**src/hw/rtl/via_pkg.sv**
```systemverilog
// ----------------------------------------------------------------------------
// via_pkg
// Shared types, register map and flag positions of the interface adapter.
// ----------------------------------------------------------------------------
package via_pkg;

  // Item kinds
  localparam logic [2:0] KindAccess   = 3'd0;
  localparam logic [2:0] KindTick     = 3'd1;
  localparam logic [2:0] KindPulse    = 3'd2;
  localparam logic [2:0] KindShiftIn  = 3'd3;
  localparam logic [2:0] KindShiftOut = 3'd4;

  // Register map
  localparam logic [3:0] RegOrb  = 4'd0;
  localparam logic [3:0] RegOra  = 4'd1;
  localparam logic [3:0] RegDdrb = 4'd2;
  localparam logic [3:0] RegDdra = 4'd3;
  localparam logic [3:0] RegT1cl = 4'd4;
  localparam logic [3:0] RegT1ch = 4'd5;
  localparam logic [3:0] RegT1ll = 4'd6;
  localparam logic [3:0] RegT1lh = 4'd7;
  localparam logic [3:0] RegT2l  = 4'd8;
  localparam logic [3:0] RegT2h  = 4'd9;
  localparam logic [3:0] RegSr   = 4'd10;
  localparam logic [3:0] RegAcr  = 4'd11;
  localparam logic [3:0] RegPcr  = 4'd12;
  localparam logic [3:0] RegIfr  = 4'd13;
  localparam logic [3:0] RegIer  = 4'd14;
  localparam logic [3:0] RegOraNh = 4'd15;

  // Control line codes
  localparam logic [1:0] LineCa2 = 2'd0;
  localparam logic [1:0] LineCa1 = 2'd1;
  localparam logic [1:0] LineCb2 = 2'd2;
  localparam logic [1:0] LineCb1 = 2'd3;

  // Shift modes (ACR bits 4..2)
  localparam logic [2:0] ShiftOff     = 3'd0;
  localparam logic [2:0] ShiftInExt   = 3'd3;
  localparam logic [2:0] ShiftOutPhi2 = 3'd6;
  localparam logic [2:0] ShiftOutExt  = 3'd7;

  // Interrupt flag bit positions
  localparam int unsigned FlagCa2 = 0;
  localparam int unsigned FlagCa1 = 1;
  localparam int unsigned FlagSr  = 2;
  localparam int unsigned FlagCb2 = 3;
  localparam int unsigned FlagCb1 = 4;
  localparam int unsigned FlagT2  = 5;
  localparam int unsigned FlagT1  = 6;

  // Configuration register indexes
  localparam logic [1:0] CfgPaMask  = 2'd0;
  localparam logic [1:0] CfgPbMask  = 2'd1;
  localparam logic [1:0] CfgPaFloat = 2'd2;
  localparam logic [1:0] CfgPbFloat = 2'd3;

  typedef struct packed {
    logic [2:0] kind;
    logic       is_write;
    logic [3:0] reg_addr;
    logic [7:0] write_data;
    logic [1:0] pulse_line;
    logic [7:0] port_a_pins;
    logic [7:0] port_b_pins;
  } item_t;

  typedef struct packed {
    logic [7:0] pa_mask;
    logic [7:0] pb_mask;
    logic [7:0] pa_float;
    logic [7:0] pb_float;
  } cfg_t;

  typedef struct packed {
    logic [7:0] read_data;
    logic       irq;
    logic [7:0] port_a_out;
    logic [7:0] port_b_out;
    logic       cb2_out;
  } result_t;

  // Port read: output bits from the output register, input bits from the
  // pins where the mask allows, else the float level.
  function automatic logic [7:0] port_read(logic [7:0] orr, logic [7:0] dir,
                                           logic [7:0] mask, logic [7:0] flt,
                                           logic [7:0] pins);
    logic [7:0] in_val;
    in_val = (mask & pins) | (~mask & flt);
    return (orr & dir) | (~dir & in_val);
  endfunction

endpackage

```
**src/hw/rtl/via_core.sv**
```systemverilog
// ----------------------------------------------------------------------------
// via_core
// Register file, timers, shift register and interrupt logic. Applies one
// item per enabled cycle and presents the resulting output beat.
// ----------------------------------------------------------------------------
module via_core (
  input  logic             clk_i,
  input  logic             rst_ni,
  input  logic             en_i,
  input  via_pkg::item_t   item_i,
  input  via_pkg::cfg_t    cfg_i,
  output via_pkg::result_t res_o
);

  logic [7:0]  ora_q, ora_d, orb_q, orb_d, ddra_q, ddra_d, ddrb_q, ddrb_d;
  logic [15:0] t1_latch_q, t1_latch_d, t1_cnt_q, t1_cnt_d, t2_cnt_q, t2_cnt_d;
  logic [7:0]  t2_latch_lo_q, t2_latch_lo_d, sr_q, sr_d;
  logic [7:0]  acr_q, acr_d, pcr_q, pcr_d;
  logic [6:0]  ifr_q, ifr_d, ier_q, ier_d;
  logic        t1_armed_q, t1_armed_d, t2_armed_q, t2_armed_d;
  logic        pb7_q, pb7_d, cb2_q, cb2_d;
  logic [7:0]  rdata;
  logic [7:0]  d;
  logic        wr;
  logic [7:0]  pbo;

  assign d  = item_i.write_data;
  assign wr = item_i.is_write;

  always_comb begin
    ora_d = ora_q;  orb_d = orb_q;  ddra_d = ddra_q;  ddrb_d = ddrb_q;
    t1_latch_d = t1_latch_q;  t1_cnt_d = t1_cnt_q;  t2_cnt_d = t2_cnt_q;
    t2_latch_lo_d = t2_latch_lo_q;  sr_d = sr_q;
    acr_d = acr_q;  pcr_d = pcr_q;  ifr_d = ifr_q;  ier_d = ier_q;
    t1_armed_d = t1_armed_q;  t2_armed_d = t2_armed_q;
    pb7_d = pb7_q;  cb2_d = cb2_q;
    rdata = 8'h00;

    unique case (item_i.kind)
      via_pkg::KindAccess: begin
        unique case (item_i.reg_addr)
          via_pkg::RegOrb: begin
            if (pcr_q[7:5] == 3'b000) ifr_d[via_pkg::FlagCb2] = 1'b0;
            ifr_d[via_pkg::FlagCb1] = 1'b0;
            if (wr) orb_d = d;
            else rdata = via_pkg::port_read(orb_q, ddrb_q, cfg_i.pb_mask,
                                            cfg_i.pb_float, item_i.port_b_pins);
          end
          via_pkg::RegOra, via_pkg::RegOraNh: begin
            if (pcr_q[3:1] == 3'b000) ifr_d[via_pkg::FlagCa2] = 1'b0;
            ifr_d[via_pkg::FlagCa1] = 1'b0;
            if (wr) ora_d = d;
            else rdata = via_pkg::port_read(ora_q, ddra_q, cfg_i.pa_mask,
                                            cfg_i.pa_float, item_i.port_a_pins);
          end
          via_pkg::RegDdrb: if (wr) ddrb_d = d; else rdata = ddrb_q;
          via_pkg::RegDdra: if (wr) ddra_d = d; else rdata = ddra_q;
          via_pkg::RegT1cl: begin
            if (wr) t1_latch_d[7:0] = d;
            else begin
              ifr_d[via_pkg::FlagT1] = 1'b0;
              rdata = t1_cnt_q[7:0];
            end
          end
          via_pkg::RegT1ch: begin
            if (wr) begin
              t1_latch_d[15:8] = d;
              ifr_d[via_pkg::FlagT1] = 1'b0;
              t1_cnt_d = {d, t1_latch_q[7:0]};
              if (!acr_q[6]) t1_armed_d = 1'b1;
            end else rdata = t1_cnt_q[15:8];
          end
          via_pkg::RegT1ll: if (wr) t1_latch_d[7:0] = d; else rdata = t1_latch_q[7:0];
          via_pkg::RegT1lh: if (wr) t1_latch_d[15:8] = d; else rdata = t1_latch_q[15:8];
          via_pkg::RegT2l: begin
            if (wr) t2_latch_lo_d = d;
            else begin
              ifr_d[via_pkg::FlagT2] = 1'b0;
              rdata = t2_cnt_q[7:0];
            end
          end
          via_pkg::RegT2h: begin
            if (wr) begin
              t2_cnt_d = {d, t2_latch_lo_q};
              ifr_d[via_pkg::FlagT2] = 1'b0;
              t2_armed_d = 1'b1;
            end else rdata = t2_cnt_q[15:8];
          end
          via_pkg::RegSr: begin
            ifr_d[via_pkg::FlagSr] = 1'b0;
            if (wr) begin
              sr_d = d;
              if (acr_q[4:2] == via_pkg::ShiftOutPhi2 && d == 8'h00) cb2_d = 1'b0;
            end else rdata = sr_q;
          end
          via_pkg::RegAcr: begin
            if (wr) begin
              if (acr_q[4] && !d[4]) cb2_d = 1'b1;
              acr_d = d;
              if (d[4:2] == via_pkg::ShiftOff) ifr_d[via_pkg::FlagSr] = 1'b0;
            end else rdata = acr_q;
          end
          via_pkg::RegPcr: if (wr) pcr_d = d; else rdata = pcr_q;
          via_pkg::RegIfr: begin
            if (wr) ifr_d = ifr_q & ~d[6:0];
            else rdata = {|(ifr_q & ier_q), ifr_q};
          end
          default: begin // IER
            if (wr) begin
              if (d[7]) ier_d = ier_q | d[6:0];
              else ier_d = ier_q & ~d[6:0];
            end else rdata = {1'b1, ier_q};
          end
        endcase
        if (wr) rdata = 8'h00;
      end
      via_pkg::KindTick: begin
        t1_cnt_d = t1_cnt_q - 16'd1;
        t2_cnt_d = t2_cnt_q - 16'd1;
        if (t1_cnt_q == 16'd1) begin
          if (acr_q[6]) begin
            t1_cnt_d = t1_latch_q;
            ifr_d[via_pkg::FlagT1] = 1'b1;
            if (acr_q[7]) pb7_d = ~pb7_q;
          end else if (t1_armed_q) begin
            t1_armed_d = 1'b0;
            ifr_d[via_pkg::FlagT1] = 1'b1;
          end
        end
        if (t2_cnt_q == 16'd1 && t2_armed_q) begin
          t2_armed_d = 1'b0;
          ifr_d[via_pkg::FlagT2] = 1'b1;
        end
      end
      via_pkg::KindPulse: begin
        unique case (item_i.pulse_line)
          via_pkg::LineCa2: ifr_d[via_pkg::FlagCa2] = 1'b1;
          via_pkg::LineCa1: ifr_d[via_pkg::FlagCa1] = 1'b1;
          via_pkg::LineCb2: ifr_d[via_pkg::FlagCb2] = 1'b1;
          default:          ifr_d[via_pkg::FlagCb1] = 1'b1;
        endcase
      end
      via_pkg::KindShiftIn: begin
        if (acr_q[4:2] == via_pkg::ShiftInExt) begin
          sr_d = d;
          ifr_d[via_pkg::FlagSr]  = 1'b1;
          ifr_d[via_pkg::FlagCb1] = 1'b1;
        end
      end
      via_pkg::KindShiftOut: begin
        if (acr_q[4:2] == via_pkg::ShiftOutExt) begin
          ifr_d[via_pkg::FlagSr]  = 1'b1;
          ifr_d[via_pkg::FlagCb1] = 1'b1;
          cb2_d = sr_q[0];
          rdata = sr_q;
        end
      end
      default: ; // unused kinds leave state alone
    endcase
  end

  // Output beat reflects state after the item
  always_comb begin
    pbo = (orb_d & ddrb_d) | (~ddrb_d & cfg_i.pb_float);
    if (acr_d[7]) pbo[7] = pb7_d;
    res_o.read_data  = rdata;
    res_o.irq        = |(ifr_d & ier_d);
    res_o.port_a_out = (ora_d & ddra_d) | (~ddra_d & cfg_i.pa_float);
    res_o.port_b_out = pbo;
    res_o.cb2_out    = cb2_d;
  end

  always_ff @(posedge clk_i or negedge rst_ni) begin
    if (!rst_ni) begin
      ora_q <= '0;  orb_q <= '0;  ddra_q <= '0;  ddrb_q <= '0;
      t1_latch_q <= '0;  t1_cnt_q <= '0;  t2_cnt_q <= '0;
      t2_latch_lo_q <= '0;  sr_q <= '0;  acr_q <= '0;  pcr_q <= '0;
      ifr_q <= '0;  ier_q <= '0;
      t1_armed_q <= 1'b0;  t2_armed_q <= 1'b0;  pb7_q <= 1'b0;  cb2_q <= 1'b1;
    end else if (en_i) begin
      ora_q <= ora_d;  orb_q <= orb_d;  ddra_q <= ddra_d;  ddrb_q <= ddrb_d;
      t1_latch_q <= t1_latch_d;  t1_cnt_q <= t1_cnt_d;  t2_cnt_q <= t2_cnt_d;
      t2_latch_lo_q <= t2_latch_lo_d;  sr_q <= sr_d;  acr_q <= acr_d;
      pcr_q <= pcr_d;  ifr_q <= ifr_d;  ier_q <= ier_d;
      t1_armed_q <= t1_armed_d;  t2_armed_q <= t2_armed_d;
      pb7_q <= pb7_d;  cb2_q <= cb2_d;
    end
  end

endmodule

```
**src/hw/rtl/versatile_interface_adapter.sv**
```systemverilog
// ----------------------------------------------------------------------------
// versatile_interface_adapter
// 6522-style interface adapter: ports, two timers, shift register, IRQ.
// ----------------------------------------------------------------------------
// Input channel (in_valid_i / in_stall_o) carries one item per beat: a
// register access, a timer tick, a control line pulse, a shift-in byte or a
// shift-out request. Every item yields exactly one output beat on
// (out_valid_o / out_stall_i) with read data, IRQ, port levels and CB2.
// Items land in an input register; when the output side can take a beat the
// core updates its state and the beat is captured in the output register.
// The result is held there until the consumer takes it with out_stall_i low.
// One item per cycle sustained while the output is not stalled.
// The input side keeps accepting while a result is pending as long as the
// output register drains in the same cycle; a stalled output holds its beat
// and, once the input register is full too, in_stall_o rises.
// Configuration (cfg_we_i) writes the pin masks and float levels; do it
// only with no item in flight. Reset clears the core state (CB2 idles high),
// sets config registers to FFh and empties both registers; no clearing pass.
// ----------------------------------------------------------------------------
module versatile_interface_adapter (
  input  logic       clk_i,
  input  logic       rst_ni,
  // input channel
  input  logic       in_valid_i,
  output logic       in_stall_o,
  input  logic [2:0] kind_i,
  input  logic       is_write_i,
  input  logic [3:0] reg_addr_i,
  input  logic [7:0] write_data_i,
  input  logic [1:0] pulse_line_i,
  input  logic [7:0] port_a_pins_i,
  input  logic [7:0] port_b_pins_i,
  // output channel
  output logic       out_valid_o,
  input  logic       out_stall_i,
  output logic [7:0] read_data_o,
  output logic       irq_o,
  output logic [7:0] port_a_out_o,
  output logic [7:0] port_b_out_o,
  output logic       cb2_out_o,
  // configuration
  input  logic       cfg_we_i,
  input  logic [1:0] cfg_index_i,
  input  logic [7:0] cfg_wdata_i
);

  via_pkg::item_t   item_q;
  logic             in_valid_q;
  via_pkg::result_t res_d, res_q;
  logic             out_valid_q;
  via_pkg::cfg_t    cfg_q;
  logic             out_ready, fire, accept;

  assign out_ready  = !out_valid_q || !out_stall_i;
  assign fire       = in_valid_q && out_ready;
  assign in_stall_o = in_valid_q && !out_ready;
  assign accept     = in_valid_i && !in_stall_o;

  always_ff @(posedge clk_i or negedge rst_ni) begin
    if (!rst_ni) begin
      in_valid_q  <= 1'b0;
      out_valid_q <= 1'b0;
    end else begin
      if (accept) in_valid_q <= 1'b1;
      else if (fire) in_valid_q <= 1'b0;
      if (fire) out_valid_q <= 1'b1;
      else if (!out_stall_i) out_valid_q <= 1'b0;
    end
  end

  always_ff @(posedge clk_i) begin
    if (accept) begin
      item_q.kind        <= kind_i;
      item_q.is_write    <= is_write_i;
      item_q.reg_addr    <= reg_addr_i;
      item_q.write_data  <= write_data_i;
      item_q.pulse_line  <= pulse_line_i;
      item_q.port_a_pins <= port_a_pins_i;
      item_q.port_b_pins <= port_b_pins_i;
    end
    if (fire) res_q <= res_d;
  end

  always_ff @(posedge clk_i or negedge rst_ni) begin
    if (!rst_ni) begin
      cfg_q <= '{pa_mask: 8'hFF, pb_mask: 8'hFF, pa_float: 8'hFF, pb_float: 8'hFF};
    end else if (cfg_we_i) begin
      unique case (cfg_index_i)
        via_pkg::CfgPaMask:  cfg_q.pa_mask  <= cfg_wdata_i;
        via_pkg::CfgPbMask:  cfg_q.pb_mask  <= cfg_wdata_i;
        via_pkg::CfgPaFloat: cfg_q.pa_float <= cfg_wdata_i;
        default:             cfg_q.pb_float <= cfg_wdata_i;
      endcase
    end
  end

  via_core u_core (
    .clk_i  (clk_i),
    .rst_ni (rst_ni),
    .en_i   (fire),
    .item_i (item_q),
    .cfg_i  (cfg_q),
    .res_o  (res_d)
  );

  assign out_valid_o  = out_valid_q;
  assign read_data_o  = res_q.read_data;
  assign irq_o        = res_q.irq;
  assign port_a_out_o = res_q.port_a_out;
  assign port_b_out_o = res_q.port_b_out;
  assign cb2_out_o    = res_q.cb2_out;

endmodule
```
**config.mk**
```make
export PLATFORM = sky130hd
export DESIGN_NAME = versatile_interface_adapter
export DESIGN_NICKNAME = d
export VERILOG_FILES = /design/src/hw/rtl/via_pkg.sv /design/src/hw/rtl/via_core.sv /design/src/hw/rtl/versatile_interface_adapter.sv
export SDC_FILE = /design/constraint.sdc
export NUM_CORES = 1
export LEC_CHECK = 0
export BUFFER_PORTS_ARGS = -buffer_cell sky130_fd_sc_hd__buf_2
export CORE_ASPECT_RATIO = 0.5
export CORE_MARGIN = 5
export CORE_UTILIZATION = 50
export DETAILED_ROUTE_END_ITERATION = 6
export GPL_TIMING_DRIVEN = 0
export PLACE_DENSITY = 0.68
export SLEW_MARGIN = 20
export SYNTH_ARGS = -nofsm -noshare
export SYNTH_HDL_FRONTEND = slang
export SYNTH_SLANG_ARGS = --single-unit
```
**constraint.sdc**
```tcl
create_clock -name clk_i -period 7.5 [get_ports clk_i]
set_clock_uncertainty 0.1 [all_clocks]
set_input_delay 0 -clock clk_i [delete_from_list [all_inputs] [get_ports clk_i]]
set_output_delay 0 -clock clk_i [all_outputs]
set_load 0.03 [all_outputs]
```
* Word-level counts from Yosys, hierarchy flattened
Cells that the tools add are included.
Cells by class: $add $sub $neg 2, equality and inequality tests 37, muxes and demuxes 92, bitwise operators 32, reductions and logical operators 45
Operator list (count):
- $mux W8 | 20
- $pmux W8 S14 | 1
- $and A8 B8 Y8 | 12
- $mux W16 | 6
- $pmux W16 S2 | 2
- $not A8 Y8 | 6
- $or A8 B8 Y8 | 6
- $mux W1 | 42
- $mux W7 | 5
- $eq A16 B1 Y1 const B | 2
- $pmux W8 S2 | 2
- $sub A16 B1 Y16 const B | 2
- $and A7 B7 Y7 | 4
- $eq A4 B4 Y1 const B | 7
- $reduce_and A4 Y1 | 7
- $eq A4 B3 Y1 const B | 4
- $pmux W2 S2 | 4
- $reduce_or A15 Y1 | 1
- $reduce_or A7 Y1 | 2
- $logic_not A3 Y1 | 4
- $ne A2 B2 Y1 const B | 6
- $pmux W1 S3 | 4
- $pmux W1 S2 | 5
- $reduce_and A5 Y1 | 2
- 23 further kinds | 52
Storage, ports and cells: register bits 224, output and inout bits 28, word-level logic and storage cells 245

* Longest topological paths before layout
depth after elaboration 8, gate-level depth with buffers 10

* Cells and area by module
A second synthesis with hierarchy kept.
Second synthesis, totals: cell total of the unflattened synthesis 1098, area, all modules 11860.1 um2
Modules (own cells, without submodules):
- via_core | instances 1, cells an instance 962, area each 8719.6 um2
- versatile_interface_adapter | instances 1, cells an instance 136, area each 3140.5 um2

* Worst setup path before layout
OpenSTA, ideal clock, no wires.
path type register to register, from register out_valid_q (netlist: out_valid_o), to register u_core.ddrb_q[5], library setup time 126 ps, arrival time 2345 ps, data required time 7274 ps, setup slack 4929 ps, cell stages (with the launch flop) 6, path buffers 2, clock period less this slack 2571 ps, path through dfrtp_1 a21bo_2 buf_2 inv_2 clkbuf_1 mux2_2
On the way: longest elaborated chain between the ends 3
RTL lines:
- from (decl) | RTL line versatile_interface_adapter.sv:50 | logic out_valid_q;
- from (signal assigned) | RTL line versatile_interface_adapter.sv:62 | out_valid_q <= 1'b0;
- from (signal assigned) | RTL line versatile_interface_adapter.sv:66 | if (fire) out_valid_q <= 1'b1;
- from (signal assigned) | RTL line versatile_interface_adapter.sv:67 | else if (!out_stall_i) out_valid_q <= 1'b0;
- $logic_not A1 Y1 | RTL line versatile_interface_adapter.sv:54 | assign out_ready = !out_valid_q || !out_stall_i;
- $logic_or A1 B1 Y1 | RTL line versatile_interface_adapter.sv:54
- $logic_and A1 B1 Y1 | RTL line versatile_interface_adapter.sv:55 | assign fire = in_valid_q && out_ready;
- named net fire | RTL line versatile_interface_adapter.sv:52 | logic out_ready, fire, accept;
- to (signal assigned) | RTL line via_core.sv:181 | ora_q <= ora_d; orb_q <= orb_d; ddra_q <= ddra_d; ddrb_q <= ddrb_d;
- to (decl) | RTL line via_core.sv:15 | logic [7:0] ora_q, ora_d, orb_q, orb_d, ddra_q, ddra_d, ddrb_q, ddrb_d;
The timed path passes the listed nets, and every way through them passes these cells. A chain may end at the register's enable or synchronous reset.

==> flow_summary.ini <==
[drt]
drt_drc_violations_left = 11
wire_per_inst_um = 29.29
dr.pass1.iters = 7
drtAntennaViolNets = 0
routed_wl_um = 47890
dr_total_vias = 10890
routed_via_density = 6.662
drt_iter0_markers = 1682

[timing]
maxSlewViolCount = 0
relSlewSlack = 0.2522
period_minus_slack_ns = 3.257
clock.fmax_mhz = 307.1
worst_pin_slew_ns = 1.122
finalCritPeriodShare = 0.4342
rsz0062_at_grt = false
finalHoldViolations = 0
setup_violations = 0
setup_ws_ns = 4.243
finalSetupTns_ns = 0

[setup_path]
r2r_slack_ns = 4.24
required_ns = 7.69
worstRegToRegCells = 8
crit_type = reg -> reg
worstPathArrival_ns = 3.45
cp-endpoint = irq_o$_DFFE_PP_
end_kind = register
worstReg2RegStart = item_q[33]$_DFFE_PP_
start_kind = register
crit_start = item_q[33]$_DFFE_PP_
r2r_end = irq_o$_DFFE_PP_
path_max_fanout = 10

[clocking]
post_cts_buffers = 0
cts.sinks = 224
htreeDepth = 1
path_clk_slew_ns = 0.08
cts_tree = yes
clockRootBuffer = clkbuf_16
clk-insertion-delay-late_ns = 0.55
clock_path_buffers = 3
numCtsBuffers = 23

[grt]
grt_pass1_wl_um = 70040
grtUsageTotal = 0.3426
antenna_found_initial = 1
first_global_vias = 10340
grt_max_degree = 83
grt.overflow.total = 0

[finish]
fillCellCount = 1981
multi_input_area_um2 = 5654
fin_nets = 1354
area_growth_syn_to_layout_pct = 17.73
drive_gt1_frac = 0.2436
utilization = 0.5938
stdcell_count = 1635
seqCellArea_um2 = 5947

[logic_synthesis]
yosys_warnings = 0
synth_top_cell_area_share = 0.2728
syn_inst = 1147
synth.most_common_cell = dfrtp_1
synth_edf_count = 60
yosysTopAreaCell = dfrtp_1
syn_area_per_cell_um2 = 10.48
yosysUniqueCellTypes = 81
synth.area.top_cells = dfrtp_1 (27%), edfxtp_1 (15%), mux2_2 (12%)
syn_nets = 1200
yosysSeqAreaShare = 0.4949
async_reset_ff_frac = 0.7321
synth_area_um2 = 12020
yosys_register_bits = 224
synthTopCellsByCount = dfrtp_1 (131), mux2_2 (124), nand2_1 (97)
synth_ff_type = dfrtp_1

[placed_design]
pre_cts_ws_ns = 4.350
portBuffers = 76
gp_congestion = 0.9838
dp_hpwl_um = 33960
dp_cells = 1541

[run]
maxCapViolCount = 0

[floorplanning]
die-area_um2 = 27420
initial_utilization = 0.5044
die_h_um = 119.6
core-area_um2 = 23820
rows = 40
io_pins = 77
die_w_um = 229.2

[power_and_ir_drop]
power_per_cell_area_nw_per_um2 = 247.5
vdd_drop_max_mv = 0.2386
power.total_w = 0.003501
p_leak_nw = 5.736

[status]
status = complete, but fails checks
violations = DRC

[min_path]
min_path_type = in -> reg
## power breakdown
part / switching, W / leakage (nW) / total (W) / internal [W]
clock network: 0.000534 / 0.358 / 0.00117 / 0.000638
registers: 0.000205 / 2.66 / 0.00164 / 0.00144
logic: 0.000433 / 2.72 / 0.000688 / 0.000256
## cell families after synthesis
logic type,synth area share
AOI/OAI and AO/OA,0.1653
xor gates and xnor gates,0.003645
adders and majority gates,0.004166
buffers and inverters,0.03593
DFF,0.4949
muxes,0.1487
and+or+nand+nor,0.1474
## per-layer routing
metal	track usage	vias up	share of wire
li1	-	4640	-
met1	0.5034	5422	0.44
met2	0.5034	712	0.42
met3	0.09291	119	0.11
met4	0.08968	0	0.029
met5	0	-	0
## cell usage in the layout, fill, tap and decap left out, types with 10 or more instances in the layout
cell type        n
inv_1           26
o22ai_1         14
a21oi_1         67
nor2b_1         11
nand2_1         97
nor3_1          23
nor2_1          78
mux2_2         124
clkbuf_1        53
dlygate4sd3_1   50
a31oi_1         14
nor4_1          14
buf_2           93
o21ai_0         80
clkbuf_16       23
mux2i_1         39
a22oi_1         20
nand3_1         45
edfxtp_1        60
o211ai_1        17
dfstp_2         33
dfrtp_1        131
a22o_1          10
## worst min-delay path by stage
stage | start | end | slack (ns) | depth (start not counted)
2_1_floorplan | rst_ni | in_valid_q$_DFFE_PN0P_ | -0.40 | 0
3_3_place_gp | write_data_i[3] | item_q[21]$_DFFE_PP_ | 0.08 | 1
3_5_place_dp | rst_ni | u_core.ddrb_q[5]$_DFFE_PN0P_ | -0.07 | 1
4_1_cts | reg_addr_i[1] | item_q[27]$_DFFE_PP_ | 0.04 | 2
5_1_grt | port_a_pins_i[4] | item_q[12]$_DFFE_PP_ | 0.06 | 2
6_report | write_data_i[4] | item_q[22]$_DFFE_PP_ | 0.06 | 2
## state kept, by name, indices dropped and copies added (netlist names), 7 cells and up
register and flops:
u_core.acr_q 8, u_core.ier_q 7, port_a_out_o 8, u_core.orb_q 8, u_core.pcr_q 8, item_q 34, u_core.ora_q 8, cfg_q 32
u_core.t1_latch_q 16, u_core.ddra_q 8, u_core.ifr_q 7, u_core.t1_cnt_q 16, u_core.t2_cnt_q 16, u_core.ddrb_q 8, read_data_o 8, u_core.sr_q 8
port_b_out_o 8, u_core.t2_latch_lo_q 8
## what timing repair did
item | 4_1_cts | 5_1_grt
gates resized for setup | 0 | 0
hold buffers | 50 | 0
endpoints found under the setup margin | 0 | 0
endpoints found under the hold margin | 207 | 0
## per-stage QoR
| stage | cell area [um^2] | hold slack [ns] |
|---|---|---|
| 6_report | 14150 | 0.05892 |
| 3_5_place_dp | 12900 | -0.06971 |
| 5_1_grt | 14140 | 0.06049 |
| 3_3_place_gp | 12790 | 0.07656 |
| 4_1_cts | 14140 | 0.04187 |
| 2_1_floorplan | 12020 | -0.3956 |
## worst max-delay path, cell delays in order, from the launching register on
cell,delay (ns)
edfxtp_1,0.42
clkbuf_1,0.28
nor4b_2,0.76
clkbuf_1,0.57
nand3_1,0.18
mux2i_1,0.21
a21oi_1,0.08
nor4_1,0.31
nand2_1,0.08
## final cells by class
class,instances,share of cell area
Sequential cell,224,0.4204
Multi-Input combinational cell,820,0.3997
Timing Repair Buffer,129,0.06881
Clock buffer,25,0.04122
Tap cell,315,0.02786
Buffer,76,0.02344
Clock inverter,17,0.01106
Inverter,27,0.007164
Antenna cell,2,0.0003538
Note: power is estimated with default switching activity, not from simulation.
